File: src/hw/rtl/dept_pkg.sv
// dept_pkg: widths, event codes and shared types of the dual encoder period tachometer
// no dependencies; imported by every other rtl file
`default_nettype none

package dept_pkg;

   localparam int TIMER_BITS  = 16;
   localparam int AVERAGE_LEN = 6;

   localparam int FUNC_W    = 2;
   localparam int CAP_W     = 16;
   localparam int CAP_USE_W = (TIMER_BITS < CAP_W) ? TIMER_BITS : CAP_W;
   localparam int STOP_W    = 20;
   localparam int RUN_W     = 21;
   localparam int PER_W     = 22;
   localparam int SUM_W     = 24;
   localparam int EDGE_W    = 32;
   localparam int FILL_W    = $clog2(AVERAGE_LEN + 1);
   localparam int RUN_EXT_W = ((TIMER_BITS + 1 > RUN_W) ? TIMER_BITS + 1 : RUN_W) + 2;

   localparam logic [STOP_W-1:0] STOP_RESET = STOP_W'(1000000);
   localparam logic signed [RUN_EXT_W-1:0] OVF_STEP = RUN_EXT_W'(64'd1 << TIMER_BITS);
   localparam logic [FILL_W-1:0] FILL_LAST = FILL_W'(AVERAGE_LEN - 1);

   // divide by AVERAGE_LEN as multiply by rounded-up reciprocal, exact for SUM_W-bit magnitudes
   localparam int AVG_SHIFT = SUM_W + $clog2(AVERAGE_LEN);
   localparam int RECIP_W   = SUM_W + 1;
   localparam int PROD_W    = SUM_W + RECIP_W;
   localparam logic [RECIP_W-1:0] AVG_RECIP =
      RECIP_W'(((64'd1 << AVG_SHIFT) + 64'(AVERAGE_LEN) - 64'd1) / 64'(AVERAGE_LEN));

   typedef enum logic [FUNC_W-1:0] {
      FUNC_OVERFLOW = 2'd0,
      FUNC_RIGHT    = 2'd1,
      FUNC_LEFT     = 2'd2
   } func_type;

   typedef struct packed {
      logic signed [PER_W-1:0] period;
      logic [EDGE_W-1:0]       edges;
      logic signed [SUM_W-1:0] sum;
      logic                    fresh;
   } chan_snap_type;

endpackage

`default_nettype wire

File: src/hw/rtl/dept_avg_div.sv
// dept_avg_div: sum divided by the average length, truncated toward zero
// depends on dept_pkg; reciprocal multiply, no divider
`default_nettype none

module dept_avg_div (
   input  logic signed [dept_pkg::SUM_W-1:0] sum,
   output logic signed [dept_pkg::PER_W-1:0] average
);
   import dept_pkg::*;

   logic              neg;
   logic [SUM_W-1:0]  mag;
   logic [PROD_W-1:0] prod;
   logic [SUM_W-1:0]  quo;
   logic [SUM_W-1:0]  res;

   always_comb begin
      neg     = sum[SUM_W-1];
      mag     = neg ? SUM_W'(-sum) : SUM_W'(sum);
      prod    = PROD_W'(mag) * PROD_W'(AVG_RECIP);
      quo     = SUM_W'(prod >> AVG_SHIFT);
      res     = neg ? (~quo + SUM_W'(1)) : quo;
      average = $signed(res[PER_W-1:0]);
   end

endmodule

`default_nettype wire

File: config.mk
export PLATFORM = sky130hd
export DESIGN_NAME = dept_avg_div
export DESIGN_NICKNAME = d
export VERILOG_FILES = /design/src/hw/rtl/dept_pkg.sv /design/src/hw/rtl/dept_avg_div.sv
export SDC_FILE = /design/constraint.sdc
export NUM_CORES = 1
export LEC_CHECK = 0
export BUFFER_PORTS_ARGS = -buffer_cell sky130_fd_sc_hd__buf_2
export CAP_MARGIN = 20
export CORE_ASPECT_RATIO = 0.5
export CORE_MARGIN = 2
export CORE_UTILIZATION = 35
export DETAILED_ROUTE_END_ITERATION = 16
export PLACE_DENSITY = 0.54
export SYNTH_ARGS = -nofsm -noshare
export SYNTH_HDL_FRONTEND = slang
export SYNTH_SLANG_ARGS = --single-unit
File: constraint.sdc
create_clock -name vclk -period 19.8
set_clock_uncertainty 0.1 [all_clocks]
set_input_delay 0.99 -clock vclk [all_inputs]
set_output_delay 0.99 -clock vclk [all_outputs]
set_load 0.02 [all_outputs]
==> results.py, run 1 <==
metrics = {
    "synthesis": {
        "synth_cells": 1336,
        "synth.avg_cell_area_um2": 9.04,
        "syn_area_um2": 12100,
        "synth_fp_nets": 1836,
        "synth_area_leaders": "fa_1, ha_1, inv_1",
        "ys_seq_area_frac": 0,
        "synth.distinct_cells": 84,
        "synth_top_area_cell": "fa_1",
        "ys_warn_count": 0,
        "netlist.area_leader.share": 0.363,
    },
    "place": {
        "gp_congestion": 0.898,
        "dp_hpwl_um": 30300,
        "port_buffers": 46,
    },
    "detailed_routing": {
        "first_pass_iters": 5,
        "vias": 9014,
        "routedWlPerCell_um": 17.8,
        "vias_per_cell": 4.91,
        "wirelength_um": 32700,
        "drcViolationCount": 0,
        "ant_nets": 0,
        "drt_iter0_drc": 576,
    },
    "layout": {
        "seq_area_um2": 0,
        "fillers": 3602,
        "clock_buffers": 0,
        "areaGrowthSynthToFinish_pct": 7.01,
        "finalNetCount": 1887,
        "layout_common_cells": "inv_1, ha_1, fa_1",
        "numSequentialCells": 0,
        "fin_util": 0.377,
        "antenna_cells": 0,
        "final_layout_size_suffix_gt1_frac": 0.0679,
        "final_common_cell": "inv_1",
    },
    "worst_setup_path": {
        "cp-start-kind": "input port",
        "crit_start": "sum[6]",
        "endpoint_kind": "output port",
        "worstPathRequired_ns": 18.71,
        "arrival_ns": 10.96,
        "worstSetupPathType": "in2out",
        "cp_slowest_cell": "nor3_1",
        "cp_common_cell": "fa_1",
        "cp_max_fo": 13,
        "slowest_delay_ns": 0.75,
    },
    "floorplanning": {
        "rows": 48,
        "dieWidth_um": 267,
        "core-area_um2": 34200,
        "start_util": 0.353,
        "die_area_um2": 36100,
        "dieHeight_um": 135,
        "ios": 46,
    },
    "sta": {
        "finalCritPeriodShare": 0.609,
        "max-slew-margin-rel": 0.305,
        "fmax_mhz": 83.0,
        "worstMarginPinSlew_ns": 1.03,
        "setup_viol": 0,
        "report.final.slew_viol_count": 0,
        "fin_setup_tns_ns": 0,
        "fin_crit_ns": 12.05,
        "hold_viol": 0,
        "rsz0062_at_grt": "no",
    },
    "cts": {
        "post_cts_buffers": 0,
        "hold_buffers": 0,
        "cts_resized": 0,
    },
    "global_routing": {
        "grt_max_degree": 40,
        "grt_pass1_wl_um": 53100,
        "gr-total-overflow": 0,
        "first_global_vias": 9357,
        "antenna_found_initial": 0,
        "grt_util_all_layers": 0.192,
    },
    "status": {
        "status": "completed",
    },
    "hold_path": {
        "min_path_type": "in2out",
        "min-delay-start": "sum[23]",
    },
    "job": {
        "max_cap_violations": 0,
    },
}
[kinds of logic after synthesis]
logic type                 Yosys count  share of synthesized area
AOI/OAI and AO/OA                  199                      0.115
xor gates and xnor gates            53                     0.0384
adders and majority gates          476                      0.629
buffers and inverters              411                      0.129
muxes                                6                    0.00539
and+or+nand+nor                    191                     0.0822
[worst max-delay path: cells and delay by family]
family / cells / cell delay [ns]
xor+xnor: 1 / 0.16
compound gates: 3 / 0.84
simple gates: 10 / 4.39
fa+ha+maj: 8 / 3.76
buf+inv: 5 / 0.82
[synth_stat cells, types with 5 or more instances]
library cell and instances:
ha_1 257, nand3_1 11, and2_1 5, o21ai_1 5
nor3_1 12, fa_1 219, clkbuf_1 7, o21bai_1 5
inv_1 399, a21oi_1 48, nand4_1 14, o21ai_0 41
a31oi_1 5, a21o_1 14, o31ai_1 13, nand2_1 60
xor2_1 13, xnor2_1 40, or3_1 12, nor2_1 37
o211ai_1 7, o21a_1 5
[path summary, 6_finish.rpt]
kind     endpoint  slack (ns)  cells after the start
max   average[17]        7.75                     27
min    average[3]        2.61                      4
[stage by stage]
step	hold WS, ns	std cells	instance area [um2]	setup slack [ns]
floorplan	2.23	1336	12100	8.91
global placement	2.60	1835	12900	7.84
detailed placement	2.61	1835	12900	7.85
CTS	2.61	1835	12900	7.83
global route	2.67	1835	12900	7.22
finish	2.61	1835	12900	7.75
[area by class of cell]
class              count  area [um2]  area share
multi-input cells    925       10500       0.814
repair buffers        61         343      0.0265
inverters            399        1500       0.116
well taps            450         563      0.0436
[layer usage]
metal,vias to the layer above,share of wire,track usage
li1,4381,-,-
met1,4459,0.50,0.290
met2,154,0.45,0.306
met3,20,0.043,0.0149
met4,0,0.015,0.0234
met5,-,0,0
Power of run 1 is left out: the tool's default activity adds up to more than one toggle a clock period on the data nets, which glitch-free logic cannot reach.
==> inputs of run 2 (changes only) <==
- ABC_AREA: default -> 1
- clock period: 19.8 -> 12.08 ns (I/O delays scaled with it)
==> run 2 against run 1 <==
  * Sequential share of layout area is the same
  * Hold slack lost 0.91 ns
  * Synthesized cell count grew 30%
  * Critical path type unchanged
  * First-iteration DRC count grew 16%
  * Largest cell class unchanged
  * Critical path depth grew 15
==> results.py, run 2 <==
metrics = {
    "synthesis": {
        "synth_area_leaders": "fa_1, ha_1, inv_1",
        "synthMuxAreaShare": 0,
        "syn_area_um2": 13200,
        "synth_top_family_by_area": "adder cells",
        "ys_seq_area_frac": 0,
        "synth_compound_area_frac": 0.0372,
        "ys_warn_count": 0,
        "netlist.area_leader.share": 0.332,
        "synth_cells": 1741,
        "post-synth-top-count-cell": "inv_1",
        "yosys-top-cells-count": "inv_1, nand2_1, ha_1",
        "synth_simple_gate_area_frac": 0.194,
        "synth_fp_nets": 2241,
        "synth.distinct_cells": 45,
        "synth.avg_cell_area_um2": 7.57,
        "synth_top_area_cell": "fa_1",
        "synth-adder-area-share": 0.576,
        "synth_xor_area_frac": 0.0271,
    },
    "layout": {
        "fillers": 3999,
        "seq_area_um2": 0,
        "areaGrowthSynthToFinish_pct": 6.52,
        "stdcell_count": 2281,
        "antenna_cells": 0,
        "final_layout_size_suffix_gt1_frac": 0.0716,
        "fin_util": 0.377,
        "finalNetCount": 2289,
        "final_common_cell": "inv_1",
        "numSequentialCells": 0,
        "clock_buffers": 0,
        "layout_common_cells": "inv_1, nand2_1, ha_1",
    },
    "floorplanning": {
        "rows": 50,
        "die_area_um2": 39300,
        "start_util": 0.354,
        "dieHeight_um": 141,
        "core-area_um2": 37300,
        "dieWidth_um": 279,
        "ios": 46,
    },
    "detailed_routing": {
        "vias_per_cell": 4.57,
        "drcViolationCount": 0,
        "vias": 10435,
        "ant_nets": 0,
        "drt_iter0_drc": 670,
        "wirelength_um": 37400,
        "first_pass_iters": 5,
        "routedWlPerCell_um": 16.4,
    },
    "cts": {
        "post_cts_buffers": 0,
        "hold_buffers": 0,
        "cts_resized": 0,
    },
    "global_routing": {
        "first_global_vias": 10471,
        "grt_pass1_wl_um": 59700,
        "antenna_found_initial": 0,
        "grt_max_degree": 36,
        "gr-total-overflow": 0,
        "grt_util_all_layers": 0.197,
    },
    "worst_setup_path": {
        "cp_max_fo": 10,
        "worstSetupPathType": "in2out",
        "worstPathRequired_ns": 11.38,
        "arrival_ns": 9.32,
        "endpoint_kind": "output port",
        "crit_start": "sum[0]",
        "cp_common_cell": "inv_1",
        "cp_slowest_cell": "xor2_1",
        "cp-start-kind": "input port",
        "slowest_delay_ns": 0.61,
    },
    "sta": {
        "rsz0062_at_grt": "no",
        "hold_ws_ns": 1.70,
        "finalCritPeriodShare": 0.830,
        "hold_viol": 0,
        "max-slew-margin-rel": 0.284,
        "fin_setup_tns_ns": 0,
        "worstMarginPinSlew_ns": 1.07,
        "report.final.slew_viol_count": 0,
        "setup_viol": 0,
        "fmax_mhz": 99.8,
        "fin_crit_ns": 10.02,
    },
    "place": {
        "gp_congestion": 0.957,
        "post-place-cells": 2281,
        "port_buffers": 46,
        "dp_hpwl_um": 34600,
    },
    "hold_path": {
        "min-delay-start": "sum[23]",
        "min_path_type": "in2out",
    },
    "job": {
        "max_cap_violations": 0,
    },
    "status": {
        "status": "completed",
    },
}
==> run 2: cell count changes after synthesis, moves of 8 or more <==
cell / delta
nand2_2: +26
inv_1: +164
o21ai_0: -23
o31ai_1: -11
nand2_1: +275
nor2_4: +8
nor2_2: +11
or3_1: -12
nor2_1: +42
a21o_1: -12
xor2_1: +11
nand3_1: +37
a21oi_1: -8
xnor2_1: -25
==> run 2: layout make-up <==
type / count / area, um2 / area share
tap: 494 / 618 / 0.0440
inverter: 572 / 2150 / 0.153
multi-input combinational: 1164 / 11000 / 0.784
timing repair buffer: 51 / 268 / 0.0191
==> run 2: final timing paths <==
| kind | endpoint | depth (start not counted) |
|---|---|---|
| setup / recovery | average[8] | 42 |
| hold / removal | average[2] | 5 |
==> run 2: cell families after synthesis <==
| group | after synthesis |
|---|---|
| buf+inv | 577 |
| simple gates | 566 |
| compound gates | 82 |
| fa+ha+maj | 476 |
| xor+xnor | 40 |
==> run 2: metrics by stage <==
stage,setup WS (ns),cell area (um2)
after floorplan,3.36,13200
final,2.06,14000
after global routing,1.39,14000
after global placement,2.01,14000
after detailed placement,2.06,14000
after CTS,2.00,14000
==> run 2: worst max-delay path: cells and delay by family <==
family	cells	cell delay, ns
adders and majority gates	10	4.06
xor gates and xnor gates	2	0.78
buffers and inverters	14	1.19
and+or+nand+nor	13	1.89
AOI/OAI and AO/OA	3	0.77
==> run 2: layer usage <==
metal	vias up	GRT usage	part of all wire
met4	0	0.0181	0.012
met3	24	0.0329	0.066
met5	-	0	0
met2	233	0.294	0.41
met1	4946	0.307	0.52
li1	5232	-	-
Power of run 2 is left out for the same reason.
==> inputs of run 3 (changes only) <==
- ABC_AREA: 1 -> 0
- clock period: 12.08 -> 10 ns (I/O delays scaled with it)
==> run 3 against run 2 <==
  * Critical path type unchanged
  * The flow now finishes with violations (setup timing)
  * First-iteration DRC count decreased by 26%
  * Setup slack got worse by 2.1 ns
  * Final cell count decreased by 10%
  * Critical path depth decreased by 9
  * Wire length decreased by 4.4%
  * Via count decreased by 5.3%
==> results.py, run 3 (synthesized netlist as in run 1, its figures left out) <==
metrics = {
    "place": {
        "port_buffers": 46,
        "post_dp_cell_area_um2": 14300,
        "dp_hpwl_um": 32200,
        "gp_congestion": 0.911,
    },
    "detailed_routing": {
        "vias_per_cell": 4.81,
        "wirelength_um": 35800,
        "drcViolationCount": 0,
        "routedWlPerCell_um": 17.4,
        "first_pass_iters": 4,
        "ant_nets": 0,
        "vias": 9882,
        "drt_iter0_drc": 497,
    },
    "cts": {
        "hold_buffers": 0,
    },
    "sta": {
        "setup_viol": 2,
        "hold_ws_ns": 1.83,
        "worstMarginPinSlew_ns": 0.802,
        "rsz0062_at_grt": "yes",
        "fmax_mhz": 99.7,
        "finalCritPeriodShare": 1.00,
        "fin_crit_ns": 10.03,
        "fin_ws_ns": -0.0286,
        "report.final.slew_viol_count": 0,
        "hold_viol": 0,
        "max-slew-margin-rel": 0.460,
    },
    "global_routing": {
        "first_global_vias": 9968,
        "antenna_found_initial": 0,
        "grt_util_all_layers": 0.204,
        "grt_max_degree": 23,
        "gr-total-overflow": 0,
        "grt_pass1_wl_um": 56100,
    },
    "worst_setup_path": {
        "slowest_delay_ns": 0.62,
        "endpoint_kind": "output port",
        "cp_max_fo": 5,
        "worstPathRequired_ns": 9.40,
        "cp_common_cell": "fa_1",
        "cp_slowest_cell": "or4b_4",
        "worstSetupPathType": "in2out",
        "cp-start-kind": "input port",
        "arrival_ns": 9.43,
    },
    "job": {
        "max_cap_violations": 0,
    },
    "floorplanning": {
        "ios": 46,
        "start_util": 0.353,
        "dieWidth_um": 267,
        "dieHeight_um": 135,
        "core-area_um2": 34200,
        "rows": 48,
        "die_area_um2": 36100,
    },
    "layout": {
        "fin_util": 0.457,
        "clock_buffers": 0,
        "stdcell_area_um2": 15600,
        "seq_area_um2": 0,
        "final_layout_size_suffix_gt1_frac": 0.274,
        "areaGrowthSynthToFinish_pct": 29.6,
        "layout_common_cells": "inv_1, ha_1, buf_4",
        "numSequentialCells": 0,
        "finalNetCount": 2105,
        "antenna_cells": 0,
        "final_common_cell": "inv_1",
    },
    "status": {
        "status": "finished with violations",
        "violations": "setup timing",
    },
    "hold_path": {
        "min_path_type": "in2out",
    },
}
-- run 3: cell type report --
type | instances | area, um2
Fill cell | 3328 | 18600
Multi-Input combinational cell | 925 | 11500
Timing Repair Buffer | 279 | 2110
Inverter | 399 | 1500
Tap cell | 450 | 563
-- run 3: path summary, 6_finish.rpt --
kind	start	endpoint	slack, ns	depth (start not counted)
worst max-delay path	sum[4]	average[21]	-0.03	33
worst min-delay path	sum[23]	average[7]	1.83	5
-- run 3: what timing repair did --
item,CTS,global route
pin swaps,24,53
endpoints found under the hold margin,0,0
endpoints found under the setup margin,14,15
gates resized for setup,90,116
setup buffers,10,22
-- run 3: critical path: cells and delay by family --
kind	cells	cell delay, ns
compound gates	7	1.28
buf+inv	9	0.83
xor+xnor	2	0.32
simple gates	7	2.83
fa+ha+maj	8	3.65
-- run 3: layer usage --
layer  global-route usage  part of all wire  vias up
met5                    0                 0        -
met4               0.0228             0.014        0
met3               0.0394             0.066       26
met2                0.318              0.44      194
met1                0.300              0.48     4830
li1                     -                 -     4832
-- run 3: stage by stage --
stage	std cells	setup WS, ns	setup TNS [ns]
finish	2053	-0.0286	-0.0486
CTS	2032	-0.0474	-0.0930
global placement	2022	-0.421	-3.82
floorplan	1336	0.0942	0
global route	2053	-0.342	-2.60
detailed placement	2022	-0.459	-4.26
Power of run 3 is left out for the same reason.
