**src/hw/rtl/dept_pkg.sv**
```systemverilog
// dept_pkg: widths, event codes and shared types of the dual encoder period tachometer
// no dependencies; imported by every other rtl file
`default_nettype none

package dept_pkg;

   localparam int TIMER_BITS  = 16;
   localparam int AVERAGE_LEN = 6;

   localparam int FUNC_W    = 2;
   localparam int CAP_W     = 16;
   localparam int CAP_USE_W = (TIMER_BITS < CAP_W) ? TIMER_BITS : CAP_W;
   localparam int STOP_W    = 20;
   localparam int RUN_W     = 21;
   localparam int PER_W     = 22;
   localparam int SUM_W     = 24;
   localparam int EDGE_W    = 32;
   localparam int FILL_W    = $clog2(AVERAGE_LEN + 1);
   localparam int RUN_EXT_W = ((TIMER_BITS + 1 > RUN_W) ? TIMER_BITS + 1 : RUN_W) + 2;

   localparam logic [STOP_W-1:0] STOP_RESET = STOP_W'(1000000);
   localparam logic signed [RUN_EXT_W-1:0] OVF_STEP = RUN_EXT_W'(64'd1 << TIMER_BITS);
   localparam logic [FILL_W-1:0] FILL_LAST = FILL_W'(AVERAGE_LEN - 1);

   // divide by AVERAGE_LEN as multiply by rounded-up reciprocal, exact for SUM_W-bit magnitudes
   localparam int AVG_SHIFT = SUM_W + $clog2(AVERAGE_LEN);
   localparam int RECIP_W   = SUM_W + 1;
   localparam int PROD_W    = SUM_W + RECIP_W;
   localparam logic [RECIP_W-1:0] AVG_RECIP =
      RECIP_W'(((64'd1 << AVG_SHIFT) + 64'(AVERAGE_LEN) - 64'd1) / 64'(AVERAGE_LEN));

   typedef enum logic [FUNC_W-1:0] {
      FUNC_OVERFLOW = 2'd0,
      FUNC_RIGHT    = 2'd1,
      FUNC_LEFT     = 2'd2
   } func_type;

   typedef struct packed {
      logic signed [PER_W-1:0] period;
      logic [EDGE_W-1:0]       edges;
      logic signed [SUM_W-1:0] sum;
      logic                    fresh;
   } chan_snap_type;

endpackage

`default_nettype wire

```
**src/hw/rtl/dept_channel.sv**
```systemverilog
// dept_channel: running count, period, saturating sum, fill and edge count of one wheel
// depends on dept_pkg
`default_nettype none

module dept_channel (
   input  logic                           clock,
   input  logic                           reset,
   input  logic                           step_en,
   input  logic                           ovf,
   input  logic                           hit,
   input  logic [dept_pkg::CAP_USE_W-1:0] cap,
   input  logic [dept_pkg::STOP_W-1:0]    stop_limit,
   output dept_pkg::chan_snap_type        snap
);
   import dept_pkg::*;

   logic signed [RUN_W-1:0]     running_ff, running_in;
   logic signed [PER_W-1:0]     period_ff, period_in;
   logic signed [SUM_W-1:0]     sum_ff, sum_in;
   logic [FILL_W-1:0]           fill_ff, fill_in;
   logic [EDGE_W-1:0]           edges_ff, edges_in;

   logic signed [RUN_EXT_W-1:0] run_ovf;
   logic signed [RUN_EXT_W-1:0] stop_ext;
   logic                        at_stop;
   logic signed [PER_W-1:0]     per_edge;
   logic signed [SUM_W:0]       sum_ext;
   logic signed [SUM_W-1:0]     sum_sat;
   logic                        last;

   always_comb begin
      run_ovf  = RUN_EXT_W'(running_ff) + OVF_STEP;
      stop_ext = $signed(RUN_EXT_W'(stop_limit));
      at_stop  = run_ovf >= stop_ext;
      per_edge = PER_W'(running_ff) + $signed(PER_W'(cap));
      sum_ext  = (SUM_W + 1)'(sum_ff) + (SUM_W + 1)'(per_edge);
      if (sum_ext[SUM_W] != sum_ext[SUM_W-1]) begin
         sum_sat = sum_ext[SUM_W] ? {1'b1, {(SUM_W - 1){1'b0}}} : {1'b0, {(SUM_W - 1){1'b1}}};
      end else begin
         sum_sat = sum_ext[SUM_W-1:0];
      end
      last = (fill_ff == FILL_LAST);
   end

   always_comb begin
      running_in = running_ff;
      period_in  = period_ff;
      sum_in     = sum_ff;
      fill_in    = fill_ff;
      edges_in   = edges_ff;
      if (step_en) begin
         if (ovf) begin
            if (at_stop) begin
               running_in = RUN_W'(stop_limit);
               period_in  = PER_W'(stop_limit);
            end else begin
               running_in = run_ovf[RUN_W-1:0];
            end
         end else if (hit) begin
            edges_in   = edges_ff + EDGE_W'(1);
            period_in  = per_edge;
            running_in = -$signed(RUN_W'(cap));
            if (last) begin
               fill_in = '0;
               sum_in  = '0;
            end else begin
               fill_in = fill_ff + FILL_W'(1);
               sum_in  = sum_sat;
            end
         end
      end
   end

   always_comb begin
      snap.period = period_in;
      snap.edges  = edges_in;
      snap.sum    = sum_sat;
      snap.fresh  = step_en && !ovf && hit && last;
   end

   always_ff @(posedge clock) begin
      if (reset) begin
         running_ff <= '0;
         period_ff  <= '0;
         sum_ff     <= '0;
         fill_ff    <= '0;
         edges_ff   <= '0;
      end else begin
         running_ff <= running_in;
         period_ff  <= period_in;
         sum_ff     <= sum_in;
         fill_ff    <= fill_in;
         edges_ff   <= edges_in;
      end
   end

endmodule

`default_nettype wire

```
**config.mk**
```make
export PLATFORM = sky130hd
export DESIGN_NAME = dept_channel
export DESIGN_NICKNAME = d
export VERILOG_FILES = /design/src/hw/rtl/dept_pkg.sv /design/src/hw/rtl/dept_channel.sv
export SDC_FILE = /design/constraint.sdc
export NUM_CORES = 1
export LEC_CHECK = 0
export BUFFER_PORTS_ARGS = -buffer_cell sky130_fd_sc_hd__buf_2
export CORE_UTILIZATION = 25
export DETAILED_ROUTE_END_ITERATION = 6
export MAX_ROUTING_LAYER = met4
export PLACE_DENSITY_LB_ADDON = 0.15
export SETUP_SLACK_MARGIN = 0.4
export SYNTH_ARGS = -nofsm -noshare
export SYNTH_HDL_FRONTEND = slang
export SYNTH_SLANG_ARGS = --single-unit
```
**constraint.sdc**
```tcl
create_clock -name clock -period 7.8 [get_ports clock]
set_input_delay 1.56 -clock clock [delete_from_list [all_inputs] [get_ports clock]]
set_output_delay 1.56 -clock clock [all_outputs]
set_load 0.01 [all_outputs]
```
==> results of run 1 <==
-- metrics by stage --
step	instances	power, mW	hold WS (ns)	setup slack (ns)	area (um^2)
final	1461	1.731	0.4655	0.5751	9301
after global routing	1461	1.845	0.4975	0.3953	9301
after CTS	1454	1.743	0.4690	0.4012	9175
after detailed placement	1432	1.237	0.4579	0.2349	8815
after global placement	1432	1.240	0.4526	0.2500	8815
after floorplan	945	1.021	0.4296	0.7890	7799
-- per-layer routing --
metal	share of wire, %	vias up
met5	0	-
met2	46	167
li1	-	3689
met1	48	3393
met4	1.8	0
met3	3.8	32
-- synth_stat cells, types with 4 or more instances --
cell / n
a211o_1: 4
a211oi_1: 18
a21o_1: 24
a21oi_1: 60
a221o_1: 25
a221oi_1: 11
a22o_1: 4
a22oi_1: 5
a31oi_1: 14
and2_1: 53
and3_1: 15
and4_1: 6
buf_2: 14
clkbuf_1: 28
dfxtp_1: 102
ha_1: 64
inv_1: 39
maj3_1: 15
mux2i_1: 7
nand2_1: 65
nand2b_1: 8
nand3_1: 30
nand4_1: 9
nor2_1: 63
nor2b_1: 7
nor3_1: 34
nor4_1: 7
o211ai_1: 8
o21a_1: 12
o21ai_0: 18
o21ai_1: 12
o2bb2ai_1: 9
o31ai_1: 5
or3_1: 5
xnor2_1: 51
xor2_1: 33
-- cell families after synthesis --
| kind of cell | count (synthesis) | synth area share [%] |
|---|---|---|
| compound gates | 259 | 23.70 |
| xor+xnor | 85 | 9.642 |
| fa+ha+maj | 81 | 12.71 |
| buf+inv | 88 | 4.861 |
| flops | 102 | 26.18 |
| mux | 12 | 1.909 |
| simple gates | 318 | 21.00 |
-- worst min-delay path, stage by stage (launching register included) --
cell and delay (ns):
dfxtp_1 0.32, nand2_1 0.05, a21oi_1 0.05
-- final cells by class --
class,instances,area (um^2)
flip-flops and latches,102,2042
clock buffers,10,239.0
multi-input cells,755,5453
inverters,39,146.4
well taps,396,495.5
fillers,3322,21370
clock inverters,6,67.56
repair buffers,153,858.3
-- report_power, final --
part	switching, mW	total [mW]	internal, mW
Clock	0.231	0.491	0.260
Sequential	0.0255	0.575	0.549
Combinational	0.389	0.665	0.275
-- worst paths after layout --
check                             endpoint  slack (ns)  cells after the start
worst min-delay path            sum_ff[23]        0.47                      2
worst max register to register   sum_ff[3]        2.81                     17
worst min register to register  sum_ff[23]        0.47                      2
worst max-delay path               snap[5]        0.58                     19
-- what timing repair did --
item	in CTS	in global routing
endpoints found under the setup margin	23	23
resized for setup	3	18
pin swaps	2	14
buffers inserted	6	7
-- registers in the layout, indices dropped and copies added, names as in the netlist --
name / count
sum_ff: 24
edges_ff: 32
period_ff: 22
running_ff: 21
fill_ff: 3
==> metrics.yaml, run 1 <==
status:
  status: "complete, no violations"
floorplan:
  core_region_area_um2: 30670
  die_h_um: 178.6
  initial_utilization_pct: 25.43
  row_count: 64
  dieArea_um2: 31910
  io_pins: 120
  fp.dieW_um: 178.6
pwr:
  peakVddDrop_v: 0.0001034
  power.density_nw_per_um2: 186.1
  power.leakage_nw: 4.292
setup_path:
  r2r_start: "running_ff[0]"
  critPathCaptureType: "output pin"
  cp_slowest_stage_delay_ns: 0.44
  startpoint: "cap[0]"
  cp_max_fo: 15
  criticalPathCategory: "input pin to output pin"
  cpMaxStageDelayCell: "o41a_1"
  cp_data_arrival_time_ns: 5.66
  cp_data_required_time_ns: 6.24
  path_buf_inv: 4
  path_delay_family: "compound AO/OA/AOI/OAI gates"
  crit_path_start_kind: "input pin"
  path_cells: "buf_2 -> ha_4 -> fa_2 -> a211o_1 -> nand4_1 -> a21oi_2 -> o41a_1 -> buf_4 -> xnor2_1 -> ha_1 -> a21oi_2 -> o21ai_1 -> a221o_1 -> a21oi_2 -> o41a_4 -> xnor2_2 -> buf_4 -> maj3_1 -> buf_2"
  cp_common_cell: "a21oi_2"
layout:
  num_antenna_cells: 0
  most-common-layout-cells: "buf_2, dfxtp_1, nand2_1, nor2_1, ha_1"
  nNetsFinal: 1167
  layout_commonest_cell: "buf_2"
  syn_to_final_growth_pct: 19.27
  drive_gt1_share_pct: 18.97
  final_util_pct: 30.33
global_routing:
  grt_use_met3_pct: 2.962
  track_usage_pct: 17.41
  antenna_found_initial: 0
  use_met2_pct: 27.86
  gr-total-overflow: 0
  busiest_layer: "met2"
  grt_pass1_vias: 7156
  grt_first_pass_wirelength_um: 41170
  grt_max_degree: 35
  use_met1_pct: 22.51
clocking:
  holdBufCountCts: 0
  clkTransAtPathRegs_ns: 0.08
  cts-root-buf: "clkbuf_16"
  insertion_delay_ns: 0.37
  cts_tree: "built"
  cts_inserted_buffers: 9
  clk_path_buf_depth: 2
  cts-htree-levels: 3
  cts_sinks: 102
synth:
  ys_seq_area_share_pct: 26.18
  yosys.area.top_type_share_pct: 26.18
  synth_fp_nets: 1052
  yosysWarnings: 0
  synth.cell_area_um2: 7799
  synth_top_cell_by_area: "dfxtp_1"
  ys_seq_elements: 102
  syn_avg_cell_area_um2: 8.253
  synth_cell_type_count: 74
  async_flop_share_pct: 0
  netlist_instances: 945
  synth_edf_count: 0
  synth-main-ff-cell: "dfxtp_1"
  yosys-top-cells-area: "dfxtp_1, ha_1, xnor2_1, and2_1, a21oi_1"
routing:
  drcViolationCount: 0
  via_count: 7281
  drt_iter0_markers: 515
  antenna_left: 0
  wirelength_um: 26330
  wl_per_cell_um: 18.02
  viasPerCell: 4.984
  dr.pass1.iters: 4
timing:
  period_needed_ns: 7.225
  relSlewSlack_pct: 23.27
  fmax_ghz: 0.1384
  skew_ns: 0.008287
  rsz0062_at_grt: "no"
  period_share_pct: 92.63
  drv_slew: 0
  tns_ns: 0
  setup_viol: 0
  finalHoldViolCount: 0
  max_slew.worst_pin.slew_ns: 1.151
placed_design:
  io_buffers: 119
  dp_hpwl_um: 20260
  gp_congestion: 0.8488
worst_hold_path:
  min-delay-start: "sum_ff[23]"
  hold_class: "register to register"
run:
  cap_violations: 0
Note: power is estimated with default switching activity, not from simulation.
==> inputs of run 2 (changes only) <==
- CORE_MARGIN: not set -> 3
==> run 2 against run 1 <==
Net effect:
- core utilization is 0.16 points higher
- register-to-register slack worse by 0.09 ns
- global-route usage is 1.3 points lower
- wire length is 0.43% higher
- fmax is 0.88% lower
- sequential share of layout area is 0.11 points lower
- final area is 0.52% higher
- cell count is 0.34% lower
- critical path type unchanged
==> metrics.yaml, run 2 (same netlist as run 1, synthesis figures left out) <==
setup_path:
  criticalPathCategory: "input pin to output pin"
  path_cells: "buf_8 -> ha_4 -> fa_2 -> a211o_1 -> nand4_1 -> a21oi_2 -> o41a_1 -> buf_4 -> xnor2_2 -> ha_1 -> a21oi_2 -> o21ai_1 -> a221o_1 -> a21oi_2 -> o41a_4 -> mux2i_4 -> buf_6 -> o21a_1 -> buf_2"
  cp_data_arrival_time_ns: 5.73
  crit_path_start_kind: "input pin"
  cp_max_fo: 6
  path_delay_family: "compound AO/OA/AOI/OAI gates"
  cp.depth: 19
  critPathCaptureType: "output pin"
  cp_slowest_stage_delay_ns: 0.48
  cp_common_cell: "a21oi_2"
  cp_data_required_time_ns: 6.24
  worstRegToRegCells: 19
  cpMaxStageDelayCell: "o41a_1"
  path_buf_inv: 4
worst_hold_path:
  hold_class: "register to register"
  min_path_cells: 2
routing:
  viasPerCell: 5.013
  drcViolationCount: 0
  wirelength_um: 26440
  dr.pass1.iters: 4
  wl_per_cell_um: 18.16
  drt_iter0_markers: 407
  via_count: 7299
  antenna_left: 0
layout:
  layout_commonest_cell: "buf_2"
  multi_input_area_um2: 5483
  final_util_pct: 30.49
  largest_register_ffs: 32
  drive_gt1_share_pct: 19.43
  largestRegisters: "edges_ff (32), sum_ff (24), period_ff (22)"
  syn_to_final_growth_pct: 19.89
  top_register: "edges_ff"
  nNetsFinal: 1162
  fillers: 3342
  seq_area_um2: 2042
  num_antenna_cells: 0
  most-common-layout-cells: "buf_2, dfxtp_1, nand2_1, nor2_1, ha_1"
global_routing:
  grt_pass1_vias: 7217
  antenna_found_initial: 0
  grt_max_degree: 46
  grt_first_pass_wirelength_um: 41250
  track_usage_pct: 16.13
  gr-total-overflow: 0
pwr:
  seqPwrFrac_pct: 32.3
  p_sw_share_pct: 36.38
  combPwrFrac_pct: 37.6
  clkPwrFrac_pct: 30.0
  power.leakage_nw: 4.324
  power.density_nw_per_um2: 190.3
  p_int_mw: 1.132
  switchingPower_uw: 647.5
  peakVddDrop_v: 0.0001073
timing:
  drv_slew: 0
  rsz0062_at_grt: "yes"
  relSlewSlack_pct: 19.82
  layout_setup_ws_ns: 0.5109
  skew_ns: 0.01084
  finalHoldViolCount: 0
  setup_viol: 0
  period_needed_ns: 7.289
  period_share_pct: 93.45
  tns_ns: 0
  max_slew.worst_pin.slew_ns: 1.203
  fmax_ghz: 0.1372
clocking:
  cts_inserted_buffers: 9
  cts-htree-levels: 3
  cts_sinks: 102
  clk_path_buf_depth: 2
  cts-root-buf: "clkbuf_16"
  insertion_delay_ns: 0.36
  holdBufCountCts: 0
  cts_tree: "built"
  clkTransAtPathRegs_ns: 0.07
placed_design:
  gp_congestion: 0.8359
  dp_hpwl_um: 20470
  io_buffers: 119
  post-place-ws_ns: 0.1925
run:
  cap_violations: 0
floorplan:
  die_h_um: 182.6
  core_region_area_um2: 30670
  fp.dieW_um: 182.6
  dieArea_um2: 33350
  row_count: 64
  initial_utilization_pct: 25.43
  io_pins: 120
status:
  status: "complete, no violations"
## run 2: cell count changes in the layout (fill, tap and decap cells not counted), moves of 2 or more
cell,before,now
buf_4,32,25
buf_8,0,2
clkinvlp_4,2,0
maj3_1,15,7
maj3_2,0,8
## run 2: metal layers
metal / up-vias / wire length (um) / track usage, % / part of all wire [%]
met2: 146 / 12100 / 25.82 / 46
li1: 3678 / - / - / -
met1: 3454 / 12970 / 21.35 / 49
met5: - / 0 / - / 0
met4: 0 / 474 / 3.991 / 1.8
met3: 21 / 897 / 2.551 / 3.4
## run 2: final timing paths
check | startpoint | end | slack [ns]
min reg2reg | sum_ff[21] | sum_ff[21] | 0.46
max reg2reg | running_ff[0] | sum_ff[3] | 2.72
max | cap[0] | snap[3] | 0.51
min | sum_ff[21] | sum_ff[21] | 0.46
## run 2: what timing repair did
item                       in CTS  in global routing
buffers inserted                4                  4
pin swaps                       2                 17
cloned                          0                  1
gates resized for setup         3                 36
setup endpoints to repair      23                 23
## run 2: worst min-delay path: cells and delay by family, from the launching register on
kind	cells	cell delay, ns
compound gates	1	0.05
flops	1	0.32
simple gates	1	0.05
## run 2: power groups by stage
stage | sequential [mW] | combinational (mW) | clock (mW)
after CTS | 0.575 | 0.660 | 0.556
after floorplan | 0.576 | 0.446 | 0
final | 0.576 | 0.670 | 0.534
after global placement | 0.587 | 0.655 | 0
after detailed placement | 0.587 | 0.652 | 0
after global routing | 0.580 | 0.744 | 0.572
## run 2: through the flow
stage | area (um^2) | power, mW | hold slack [ns] | instances
3_3_place_gp | 8807 | 1.242 | 0.4534 | 1431
6_report | 9350 | 1.780 | 0.4599 | 1456
5_1_grt | 9350 | 1.896 | 0.4744 | 1456
3_5_place_dp | 8807 | 1.239 | 0.4514 | 1431
4_1_cts | 9188 | 1.791 | 0.4618 | 1451
2_1_floorplan | 7799 | 1.021 | 0.4296 | 945
## run 2: layout make-up
type / instances / share of cell area (%)
clock buffers: 11 / 2.703
clock inverters: 5 / 0.9501
inverters: 39 / 1.566
multi-input cells: 755 / 58.64
flip-flops and latches: 102 / 21.84
well taps: 396 / 5.299
repair buffers: 148 / 9.006
